### src/trsd_pkg.sv
`timescale 1ns / 1ps
// ----------------------------------------------------------------------------
// trsd_pkg
// Shared types and constants for the subblock Rice decompressor.
// ----------------------------------------------------------------------------
package trsd_pkg;

  localparam int ROW_BYTES          = 16;
  localparam int SUBBLOCK_ROWS_DEF  = 4;
  localparam int MAX_ROWS           = 8;
  // wide enough for a byte count of the largest subblock
  localparam int COUNT_W            = $clog2(ROW_BYTES * MAX_ROWS + 1);

  localparam int  PADDR_W           = 3;
  localparam logic REG_PLANE_KIND   = 1'b0;   // word index of plane_kind

  localparam logic PLANE_LUMA       = 1'b0;
  localparam logic PLANE_CHROMA     = 1'b1;

  localparam int ESC_BASE           = 7;      // escape after ESC_BASE + k ones
  localparam logic [3:0] K_SOLID    = 4'd8;

  typedef struct packed {
    logic               chroma;
    logic [COUNT_W-1:0] count;
  } job_t;

endpackage

### src/tiled_subblock_rice_decompressor.sv
`timescale 1ns / 1ps
// ----------------------------------------------------------------------------
// tiled_subblock_rice_decompressor
// Rice/predictive subblock decoder: byte intake, job queue, decoder.
// ----------------------------------------------------------------------------
// channel  direction  handshake              payload
// input    in         start & !busy          byte_value, last_byte
// result   out        pixel_strobe (1 cycle) pixel_value, pixel_index, last_pixel
// config   in         psel&penable&pwrite    paddr, pwdata (plane_kind)
//
// One byte is taken per cycle while busy is low. The last byte starts a
// decode; busy stays high until the final word has been issued.
// Decode is bit serial, one bit per cycle while a fetched byte is at hand;
// each pixel reads its up, up-right and up-left neighbours, then is written.
// The 64 words then stream out one per cycle; a full subblock streams out directly.
// Synchronous active-high reset clears the FSM, intake count, queue and
// plane_kind; buffer and pixel store need no clearing. Results cannot stall.
// ----------------------------------------------------------------------------
module tiled_subblock_rice_decompressor
  import trsd_pkg::*;
#(
  parameter int SUBBLOCK_ROWS = SUBBLOCK_ROWS_DEF
) (
  input  logic               clk,
  input  logic               rst,
  input  logic               start,
  output logic               busy,
  input  logic [7:0]         byte_value,
  input  logic               last_byte,
  output logic               pixel_strobe,
  output logic [7:0]         pixel_value,
  output logic [5:0]         pixel_index,
  output logic               last_pixel,
  input  logic               psel,
  input  logic               penable,
  input  logic               pwrite,
  input  logic [PADDR_W-1:0] paddr,
  input  logic [31:0]        pwdata,
  output logic [31:0]        prdata,
  output logic               pready
);

  localparam int AW = $clog2(ROW_BYTES * SUBBLOCK_ROWS);

  logic          plane_kind;
  logic          accept;
  logic          push;
  job_t          push_job;
  job_t          head;
  logic          q_empty;
  logic          pop;
  logic          active;
  logic          rd_en;
  logic [AW-1:0] rd_addr;
  logic [7:0]    rd_data;

  assign pready = 1'b1;
  assign prdata = (paddr[2] == REG_PLANE_KIND) ? {31'd0, plane_kind} : 32'd0;

  always_ff @(posedge clk) begin
    if (rst) begin
      plane_kind <= PLANE_LUMA;
    end else if (psel && penable && pwrite && (paddr[2] == REG_PLANE_KIND)) begin
      plane_kind <= pwdata[0];
    end
  end

  assign busy   = !q_empty || active;
  assign accept = start && !busy;

  trsd_front #(.SUBBLOCK_ROWS(SUBBLOCK_ROWS)) u_front (
    .clk        (clk),
    .rst        (rst),
    .accept     (accept),
    .byte_value (byte_value),
    .last_byte  (last_byte),
    .plane_kind (plane_kind),
    .push       (push),
    .push_job   (push_job),
    .rd_en      (rd_en),
    .rd_addr    (rd_addr),
    .rd_data    (rd_data)
  );

  trsd_jobq u_jobq (
    .clk      (clk),
    .rst      (rst),
    .push     (push),
    .push_job (push_job),
    .pop      (pop),
    .head     (head),
    .empty    (q_empty)
  );

  trsd_back #(.SUBBLOCK_ROWS(SUBBLOCK_ROWS)) u_back (
    .clk          (clk),
    .rst          (rst),
    .job_valid    (!q_empty),
    .job          (head),
    .job_pop      (pop),
    .active       (active),
    .rd_en        (rd_en),
    .rd_addr      (rd_addr),
    .rd_data      (rd_data),
    .pixel_strobe (pixel_strobe),
    .pixel_value  (pixel_value),
    .pixel_index  (pixel_index),
    .last_pixel   (last_pixel)
  );

endmodule

### src/trsd_jobq.sv
`timescale 1ns / 1ps
// ----------------------------------------------------------------------------
// trsd_jobq
// Two-entry queue of decode jobs between intake and decoder.
// ----------------------------------------------------------------------------
module trsd_jobq
  import trsd_pkg::*;
(
  input  logic clk,
  input  logic rst,
  input  logic push,
  input  job_t push_job,
  input  logic pop,
  output job_t head,
  output logic empty
);

  job_t       entry [2];
  logic       wp;
  logic       rp;
  logic [1:0] fill;
  logic       do_push;
  logic       do_pop;

  assign empty   = (fill == 2'd0);
  assign do_push = push && (fill != 2'd2);
  assign do_pop  = pop && !empty;
  assign head    = entry[rp];

  always_ff @(posedge clk) begin
    if (do_push) begin
      entry[wp] <= push_job;
    end
  end

  always_ff @(posedge clk) begin
    if (rst) begin
      wp   <= 1'b0;
      rp   <= 1'b0;
      fill <= 2'd0;
    end else begin
      if (do_push) begin
        wp <= ~wp;
      end
      if (do_pop) begin
        rp <= ~rp;
      end
      case ({do_push, do_pop})
        2'b10:   fill <= fill + 2'd1;
        2'b01:   fill <= fill - 2'd1;
        default: fill <= fill;
      endcase
    end
  end

endmodule

### src/trsd_front.sv
`timescale 1ns / 1ps
// ----------------------------------------------------------------------------
// trsd_front
// Byte intake: buffers compressed bytes and posts a job on the last one.
// ----------------------------------------------------------------------------
module trsd_front
  import trsd_pkg::*;
#(
  parameter int SUBBLOCK_ROWS = SUBBLOCK_ROWS_DEF
) (
  input  logic       clk,
  input  logic       rst,
  input  logic       accept,
  input  logic [7:0] byte_value,
  input  logic       last_byte,
  input  logic       plane_kind,
  output logic       push,
  output job_t       push_job,
  input  logic                                    rd_en,
  input  logic [$clog2(ROW_BYTES*SUBBLOCK_ROWS)-1:0] rd_addr,
  output logic [7:0] rd_data
);

  localparam int SB_BYTES = ROW_BYTES * SUBBLOCK_ROWS;
  localparam int AW       = $clog2(SB_BYTES);
  localparam int CW       = $clog2(SB_BYTES + 1);

  logic [7:0]    mem [SB_BYTES];
  logic [CW-1:0] count;
  logic          room;
  logic [CW-1:0] count_next;

  assign room       = (count < CW'(SB_BYTES));
  assign count_next = room ? count + CW'(1) : count;

  assign push            = accept && last_byte;
  assign push_job.chroma = plane_kind;
  assign push_job.count  = COUNT_W'(count_next);

  always_ff @(posedge clk) begin
    if (accept && room) begin
      mem[count[AW-1:0]] <= byte_value;
    end
    if (rd_en) begin
      rd_data <= mem[rd_addr];
    end
  end

  always_ff @(posedge clk) begin
    if (rst) begin
      count <= '0;
    end else if (accept) begin
      count <= last_byte ? '0 : count_next;
    end
  end

endmodule

### src/trsd_back.sv
`timescale 1ns / 1ps
// ----------------------------------------------------------------------------
// trsd_back
// Decoder: bit-serial Rice decode with gradient/edge prediction, then
// streams the 64 words out of the pixel store, or the buffer if full.
// ----------------------------------------------------------------------------
module trsd_back
  import trsd_pkg::*;
#(
  parameter int SUBBLOCK_ROWS = SUBBLOCK_ROWS_DEF
) (
  input  logic       clk,
  input  logic       rst,
  input  logic       job_valid,
  input  job_t       job,
  output logic       job_pop,
  output logic       active,
  output logic                                    rd_en,
  output logic [$clog2(ROW_BYTES*SUBBLOCK_ROWS)-1:0] rd_addr,
  input  logic [7:0] rd_data,
  output logic       pixel_strobe,
  output logic [7:0] pixel_value,
  output logic [5:0] pixel_index,
  output logic       last_pixel
);

  localparam int SB_BYTES = ROW_BYTES * SUBBLOCK_ROWS;
  localparam int HALF     = SB_BYTES / 2;
  localparam int AW       = $clog2(SB_BYTES);
  localparam int CW       = $clog2(SB_BYTES + 1);
  localparam int BPW      = CW + 3;
  localparam int YW       = $clog2(SUBBLOCK_ROWS);

  typedef enum logic [11:0] {
    S_IDLE  = 12'b000000000001,
    S_HDR   = 12'b000000000010,
    S_FILL  = 12'b000000000100,
    S_PA    = 12'b000000001000,
    S_PB    = 12'b000000010000,
    S_PC    = 12'b000000100000,
    S_PD    = 12'b000001000000,
    S_UNARY = 12'b000010000000,
    S_SUF   = 12'b000100000000,
    S_EXTRA = 12'b001000000000,
    S_WR    = 12'b010000000000,
    S_OUT   = 12'b100000000000
  } state_t;

  state_t        state;
  logic [CW-1:0] rc;
  logic          chroma;
  logic          pass;
  logic          plane;
  logic [BPW-1:0] bitp;
  logic          have_byte;
  logic          fetch_pend;
  logic          zero_byte;
  logic [3:0]    cnt;
  logic [3:0]    nbits;
  logic [10:0]   acc;
  logic [3:0]    rice_k;
  logic [3:0]    ones;
  logic [3:0]    x;
  logic [YW-1:0] y;
  logic [7:0]    up_r, ur_r, rt_r, pred_r;
  logic [AW-1:0] fi;
  logic [AW-1:0] oi;
  logic          out_pass;
  logic [AW-1:0] out_idx;
  logic          out_last;

  logic [7:0]    store [SB_BYTES];
  logic [7:0]    st_q;
  logic          st_we, st_re;
  logic [AW-1:0] st_wa, st_ra;
  logic [7:0]    st_wd;

  // bit reader
  logic [CW-1:0] n;
  logic [CW-1:0] phys;
  logic          bit_end;
  logic          bit_ok;
  logic          bit_b;
  logic          want_bit;
  logic          take;
  logic          fetch;

  assign n       = bitp[BPW-1:3];
  assign phys    = {n[CW-1:4], ~n[3:0]};   // rows run right to left
  assign bit_end = (n >= rc);
  assign bit_ok  = bit_end || have_byte;
  assign bit_b   = (bit_end || zero_byte) ? 1'b0 : rd_data[~bitp[2:0]];
  assign want_bit = (state == S_HDR) || (state == S_EXTRA)
                 || ((state == S_UNARY) && (ones != 4'(ESC_BASE) + rice_k))
                 || ((state == S_SUF) && (cnt != nbits));
  assign take    = want_bit && bit_ok;
  assign fetch   = want_bit && !bit_end && !have_byte && !fetch_pend;

  assign rd_en   = fetch || ((state == S_OUT) && pass);
  assign rd_addr = (state == S_OUT) ? oi : phys[AW-1:0];

  // plane geometry
  logic [3:0]    wl;
  logic [AW-1:0] base;
  logic [AW-1:0] plane_last;
  assign wl         = chroma ? 4'd7 : 4'd15;
  assign base       = plane ? AW'(HALF) : '0;
  assign plane_last = chroma ? AW'(HALF - 1) : AW'(SB_BYTES - 1);

  function automatic logic [AW-1:0] pos(input logic [AW-1:0] b, input logic c,
                                        input logic [YW-1:0] yy,
                                        input logic [3:0] xx);
    logic [AW-1:0] rowoff;
    rowoff = c ? (AW'(yy) << 3) : (AW'(yy) << 4);
    return b + rowoff + AW'(xx);
  endfunction

  logic [YW-1:0] ym1;
  assign ym1 = y - YW'(1);

  // prediction from up, up-right, up-left (st_q) and right neighbour
  logic [7:0] ul, hi, lo, guess;
  always_comb begin
    ul = st_q;
    hi = (up_r > rt_r) ? up_r : rt_r;
    lo = (up_r < rt_r) ? up_r : rt_r;
    if (y == '0) begin
      guess = rt_r;
    end else if (x == wl) begin
      guess = up_r;
    end else if (ur_r <= hi && ur_r >= lo) begin
      guess = rt_r + up_r - ur_r;
    end else if (x == 4'd0) begin
      guess = (ur_r > hi) ? hi : lo;
    end else if (ul <= hi && ul >= lo) begin
      guess = up_r - ul + rt_r;
    end else begin
      guess = (ul >= hi) ? hi : lo;
    end
  end

  logic [10:0] hdr_next;
  logic [3:0]  k_new;
  logic [11:0] v;
  logic [7:0]  mag;
  logic [7:0]  pix;
  assign hdr_next = {acc[9:0], bit_b};
  assign k_new    = {1'b0, hdr_next[10:8]} + 4'd1;
  assign v        = 12'(acc) + (12'(ones) << rice_k[2:0]);
  assign mag      = v[8:1];
  assign pix      = v[0] ? pred_r - mag : pred_r + mag;

  logic [AW-1:0] omap;
  assign omap = (!chroma) ? oi : (oi[0] ? (oi >> 1) : AW'(HALF) + (oi >> 1));

  always_comb begin
    st_we = 1'b0;
    st_wa = '0;
    st_wd = rt_r;
    st_re = 1'b0;
    st_ra = '0;
    case (state)
      S_HDR: begin
        st_we = take && (cnt == 4'd10);
        st_wa = pos(base, chroma, '0, wl);
        st_wd = hdr_next[7:0];
      end
      S_FILL: begin
        st_we = 1'b1;
        st_wa = base + fi;
      end
      S_PA: begin
        st_re = 1'b1;
        st_ra = pos(base, chroma, ym1, x);
      end
      S_PB: begin
        st_re = 1'b1;
        st_ra = pos(base, chroma, ym1, x + 4'd1);
      end
      S_PC: begin
        st_re = 1'b1;
        st_ra = pos(base, chroma, ym1, x - 4'd1);
      end
      S_WR: begin
        st_we = 1'b1;
        st_wa = pos(base, chroma, y, x);
        st_wd = pix;
      end
      S_OUT: begin
        st_re = !pass;
        st_ra = omap;
      end
      default: begin
        st_we = 1'b0;
      end
    endcase
  end

  always_ff @(posedge clk) begin
    if (st_we) begin
      store[st_wa] <= st_wd;
    end
    if (st_re) begin
      st_q <= store[st_ra];
    end
  end

  assign job_pop = (state == S_IDLE) && job_valid;
  assign active  = (state != S_IDLE);

  logic plane_end;   // set where the current plane has been fully written
  assign plane_end = ((state == S_FILL) && (fi == plane_last))
                  || ((state == S_WR) && (x == 4'd0) && (y == YW'(SUBBLOCK_ROWS - 1)));

  always_ff @(posedge clk) begin
    if (rst) begin
      state        <= S_IDLE;
      have_byte    <= 1'b0;
      fetch_pend   <= 1'b0;
      bitp         <= '0;
      rice_k       <= '0;
      pixel_strobe <= 1'b0;
    end else begin
      pixel_strobe <= 1'b0;

      if (want_bit) begin
        if (!bit_end && have_byte) begin
          bitp <= bitp + BPW'(1);
          if (bitp[2:0] == 3'd7) begin
            have_byte <= 1'b0;
          end
        end else if (fetch) begin
          fetch_pend <= 1'b1;
          zero_byte  <= (phys >= rc);
        end else if (fetch_pend) begin
          fetch_pend <= 1'b0;
          have_byte  <= 1'b1;
        end
      end

      if (plane_end) begin
        if (chroma && !plane) begin
          plane <= 1'b1;
          cnt   <= '0;
          acc   <= '0;
          state <= S_HDR;
        end else begin
          oi    <= '0;
          state <= S_OUT;
        end
      end else begin
        case (state)
          S_IDLE: begin
            if (job_valid) begin
              rc         <= CW'(job.count);
              chroma     <= job.chroma;
              pass       <= (CW'(job.count) == CW'(SB_BYTES));
              plane      <= 1'b0;
              bitp       <= '0;
              have_byte  <= 1'b0;
              fetch_pend <= 1'b0;
              cnt        <= '0;
              acc        <= '0;
              oi         <= '0;
              state      <= (CW'(job.count) == CW'(SB_BYTES)) ? S_OUT : S_HDR;
            end
          end
          S_HDR: begin
            if (take) begin
              acc <= hdr_next;
              cnt <= cnt + 4'd1;
              if (cnt == 4'd10) begin
                rice_k <= k_new;
                rt_r   <= hdr_next[7:0];
                fi     <= '0;
                x      <= wl - 4'd1;
                y      <= '0;
                state  <= (k_new == K_SOLID) ? S_FILL : S_PA;
              end
            end
          end
          S_FILL: begin
            fi <= fi + AW'(1);
          end
          S_PA: state <= S_PB;
          S_PB: begin
            up_r  <= st_q;
            state <= S_PC;
          end
          S_PC: begin
            ur_r  <= st_q;
            state <= S_PD;
          end
          S_PD: begin
            pred_r <= guess;
            ones   <= '0;
            state  <= S_UNARY;
          end
          S_UNARY: begin
            if (ones == 4'(ESC_BASE) + rice_k) begin
              nbits <= (rice_k >= 4'd4) ? 4'd7 : 4'd8;
              cnt   <= '0;
              acc   <= '0;
              state <= S_SUF;
            end else if (take) begin
              if (bit_b) begin
                ones <= ones + 4'd1;
              end else begin
                nbits <= (ones != 4'd0) ? rice_k : rice_k - 4'd1;
                cnt   <= '0;
                acc   <= '0;
                state <= S_SUF;
              end
            end
          end
          S_SUF: begin
            if (cnt == nbits) begin
              // a non-zero short value carries one more bit
              state <= ((ones == 4'd0) && (acc != '0)) ? S_EXTRA : S_WR;
            end else if (take) begin
              acc <= hdr_next;
              cnt <= cnt + 4'd1;
            end
          end
          S_EXTRA: begin
            if (take) begin
              acc   <= hdr_next;
              state <= S_WR;
            end
          end
          S_WR: begin
            rt_r <= pix;
            if (x == 4'd0) begin
              y <= y + YW'(1);
              x <= wl;
            end else begin
              x <= x - 4'd1;
            end
            state <= S_PA;
          end
          S_OUT: begin
            pixel_strobe <= 1'b1;
            out_pass     <= pass;
            out_idx      <= oi;
            out_last     <= (oi == AW'(SB_BYTES - 1));
            oi           <= oi + AW'(1);
            if (oi == AW'(SB_BYTES - 1)) begin
              state <= S_IDLE;
            end
          end
          default: state <= S_IDLE;
        endcase
      end
    end
  end

  assign pixel_value = out_pass ? rd_data : st_q;
  assign pixel_index = 6'(out_idx);
  assign last_pixel  = out_last;

endmodule

### config.mk
export PLATFORM = sky130hd
export DESIGN_NAME = tiled_subblock_rice_decompressor
export DESIGN_NICKNAME = d
export VERILOG_FILES = /design/src/trsd_pkg.sv /design/src/tiled_subblock_rice_decompressor.sv /design/src/trsd_jobq.sv /design/src/trsd_front.sv /design/src/trsd_back.sv
export SDC_FILE = /design/constraint.sdc
export NUM_CORES = 2
export LEC_CHECK = 0
export ABC_AREA = 0
export BUFFER_PORTS_ARGS = -buffer_cell sky130_fd_sc_hd__clkbuf_2
export CORE_ASPECT_RATIO = 0.9
export CORE_MARGIN = 5
export CORE_UTILIZATION = 35
export DETAILED_ROUTE_END_ITERATION = 10
export SLEW_MARGIN = 15
export SYNTH_ARGS = -nofsm -noshare
export SYNTH_HDL_FRONTEND = slang
export SYNTH_HIERARCHICAL = 1
export SYNTH_SLANG_ARGS = --single-unit
### constraint.sdc
create_clock -name clk -period 10.3 [get_ports clk]
set_input_delay 1.545 -clock clk [delete_from_list [all_inputs] [get_ports clk]]
set_output_delay 1.545 -clock clk [all_outputs]
set_load 0.1 [all_outputs]
==> results.yml <==
global_routing:
  grt_pass1_wl_um: 191000
  grt.total_usage: 0.159
  grt_antenna_before_repair: 10
  grt.overflow.total: 0
  grt_max_degree: 135
  grt_pass1_vias: 29408
finish:
  area_delta_synth_final_pct: 11.0
  seqCellArea_sq_mm: 0.0353
  drive_gt1_frac: 0.142
  post-route-cell-area_sq_mm: 0.0585
  final_cells: 5561
  fin_nets: 3648
  multi_input_area_sq_mm: 0.0162
  nFillCells: 13866
place:
  hpwl_um: 79900
  routabilityCongestion: 0.860
  dp_cells: 5348
  io_buffers: 34
  place_ws_ns: 4.80
  dpl-instance-area_sq_mm: 0.0548
synthesis:
  synthCells: 3445
  ys_warn_count: 6
  syn-cell-area_sq_mm: 0.0527
  syn_area_per_cell_sq_um: 15.3
critical_path:
  crit_end: "u_back/store[12][7]$_DFFE_PP_"
  reg2reg_depth: 21
  crit_path_start_kind: "register"
  cp.arrival_ns: 5.97
  cp-end-kind: "register"
  worstSetupStartpoint: "u_back/rice_k[0]$_SDFFE_PP0P_"
  crit_type: "reg2reg"
  r2r_start: "u_back/rice_k[0]$_SDFFE_PP0P_"
  rrSetupSlack_ns: 4.73
  critPathRequiredTime_ns: 10.70
  r2r_end: "u_back/store[12][7]$_DFFE_PP_"
  crit_fanout: 64
timing:
  period_needed_ns: 5.57
  fmax_ghz: 0.180
  tightest_slew_ns: 1.14
  rsz0062_at_grt: "no"
  finalHoldViolCount: 0
  finalCritPeriodShare: 0.541
  finClkSkew_ns: 0.0320
  tns_ns: 0
  relSlewSlack: 0.242
  setup_slack_ns: 4.73
  setup_viol: 0
  slew_viol_final: 0
floorplan:
  die_w_um: 419
  core.rowCount: 135
  initial_utilization: 0.351
  io_pins: 100
  die_area_sq_mm: 0.158
  die_y_um: 378
  coreArea_sq_mm: 0.150
clock_network:
  cts_hold_buf: 0
  cts_root_buffer: "clkbuf_16"
  cts_tree: "done"
  clock_latency_ns: 0.72
  cts_inserted_buffers: 111
  htree_levels: 3
  cts.repair.resized: 0
  clkTransAtPathRegs_ns: 0.07
  cts_buffer_depth: 3
  cts_setup_buffers: 0
  numClockSinks: 1190
power:
  power_density_mw_per_mm2: 176
  ir_drop_mv: 0.155
  p_leak_nw: 19.5
route:
  drt-total-wl_um: 127000
  wl_per_cell_um: 22.8
  drt_iter0_drc: 3216
  drtPass1Iterations: 6
  remaining_drc_errors: 0
  vias_per_cell: 5.36
  via_count: 29810
  drtAntennaViolNets: 0
run_status:
  status: "completed"
hold_path:
  min_path_type: "reg2reg"
job:
  cap_violations: 0
==> sequential cells by signal, indices dropped and copies added (netlist names), 4 cells and up, named ones only <==
name                flops
u_back/acc             11
u_back/bitp            10
u_back/cnt              4
u_back/fi               6
u_back/nbits            4
u_back/oi               6
u_back/ones             4
u_back/pixel_index      6
u_back/pred_r           8
u_back/rc               7
u_back/rice_k           4
u_back/rt_r             8
u_back/st_q             8
u_back/state           12
u_back/store          512
u_back/up_r             8
u_back/ur_r             8
u_back/x                4
u_front/count           7
u_front/mem           512
u_front/rd_data         8
u_jobq/entry           16
==> worst min-delay path by stage <==
| stage | from | to | depth (start not counted) |
|---|---|---|---|
| final | u_back/fetch_pend$_SDFF_PP0_ | u_back/fetch_pend$_SDFF_PP0_ | 2 |
| after global routing | u_back/fetch_pend$_SDFF_PP0_ | u_back/fetch_pend$_SDFF_PP0_ | 2 |
| after detailed placement | u_back/fetch_pend$_SDFF_PP0_ | u_back/fetch_pend$_SDFF_PP0_ | 2 |
| after CTS | u_back/fetch_pend$_SDFF_PP0_ | u_back/fetch_pend$_SDFF_PP0_ | 2 |
| after global placement | u_back/fetch_pend$_SDFF_PP0_ | u_back/fetch_pend$_SDFF_PP0_ | 2 |
| after floorplan | u_back/oi[2]$_SDFFCE_PN0P_ | u_back/pixel_index[2]$_DFFE_PP_ | 0 |
==> stage by stage <==
step | util | power (W) | hold WS [ns]
finish | 0.390 | 0.0103 | 0.468
global route | 0.389 | 0.0107 | 0.502
CTS | 0.389 | 0.0104 | 0.469
detailed placement | 0.365 | 0.00628 | 0.461
global placement | 0.365 | 0.00627 | 0.456
floorplan | - | 0.00607 | 0.424
==> layout make-up <==
type,count,share of cell area
Sequential cell,1190,0.604
Multi-Input combinational cell,2002,0.276
Clock buffer,151,0.0520
Tap cell,1986,0.0425
Clock inverter,58,0.00986
Timing Repair Buffer,84,0.00971
Inverter,87,0.00558
Antenna cell,3,0.000128
==> critical path, cell delays in order (launching register included) <==
cell and delay, ns:
dfxtp_1 0.47, inv_1 0.22, ha_1 0.25, inv_1 0.07, nor3_1 0.06, ha_1 0.24, fa_1 0.40, a21o_1 0.19
a21oi_1 0.25, xnor2_1 0.17, nor4_1 0.41, nor2_1 0.09, xor2_1 0.15, ha_1 0.33, or3_1 0.38, o21ai_0 0.08
a21oi_1 0.06, xnor3_1 0.38, xnor2_1 0.14, nor2_1 0.14, a221o_2 0.13, buf_4 0.52
==> routing by layer <==
layer	vias up	routed length (um)	track usage
li1	13397	-	-
met1	15224	56200	0.228
met2	998	58200	0.247
met3	187	8750	0.0274
met4	4	3540	0.0497
met5	-	26	0
==> cells in the final DEF (no fill, tap or decap), types with 67 or more instances in the layout <==
| cell type | n |
|---|---|
| a21oi_1 | 136 |
| mux4_2 | 164 |
| mux2i_1 | 133 |
| edfxtp_1 | 1148 |
| nand2_1 | 292 |
| ha_1 | 106 |
| nand3_1 | 90 |
| clkbuf_16 | 116 |
| nor2_1 | 286 |
| inv_1 | 87 |
| o21ai_0 | 67 |
==> report_power, final <==
group          leakage, nW  switching, W  internal, W
clock network         1.75       0.00178      0.00234
registers             10.7     0.0000639      0.00540
logic                 7.05      0.000508     0.000207
total                 19.5       0.00235      0.00795
Note: power is estimated with default switching activity, not from simulation.
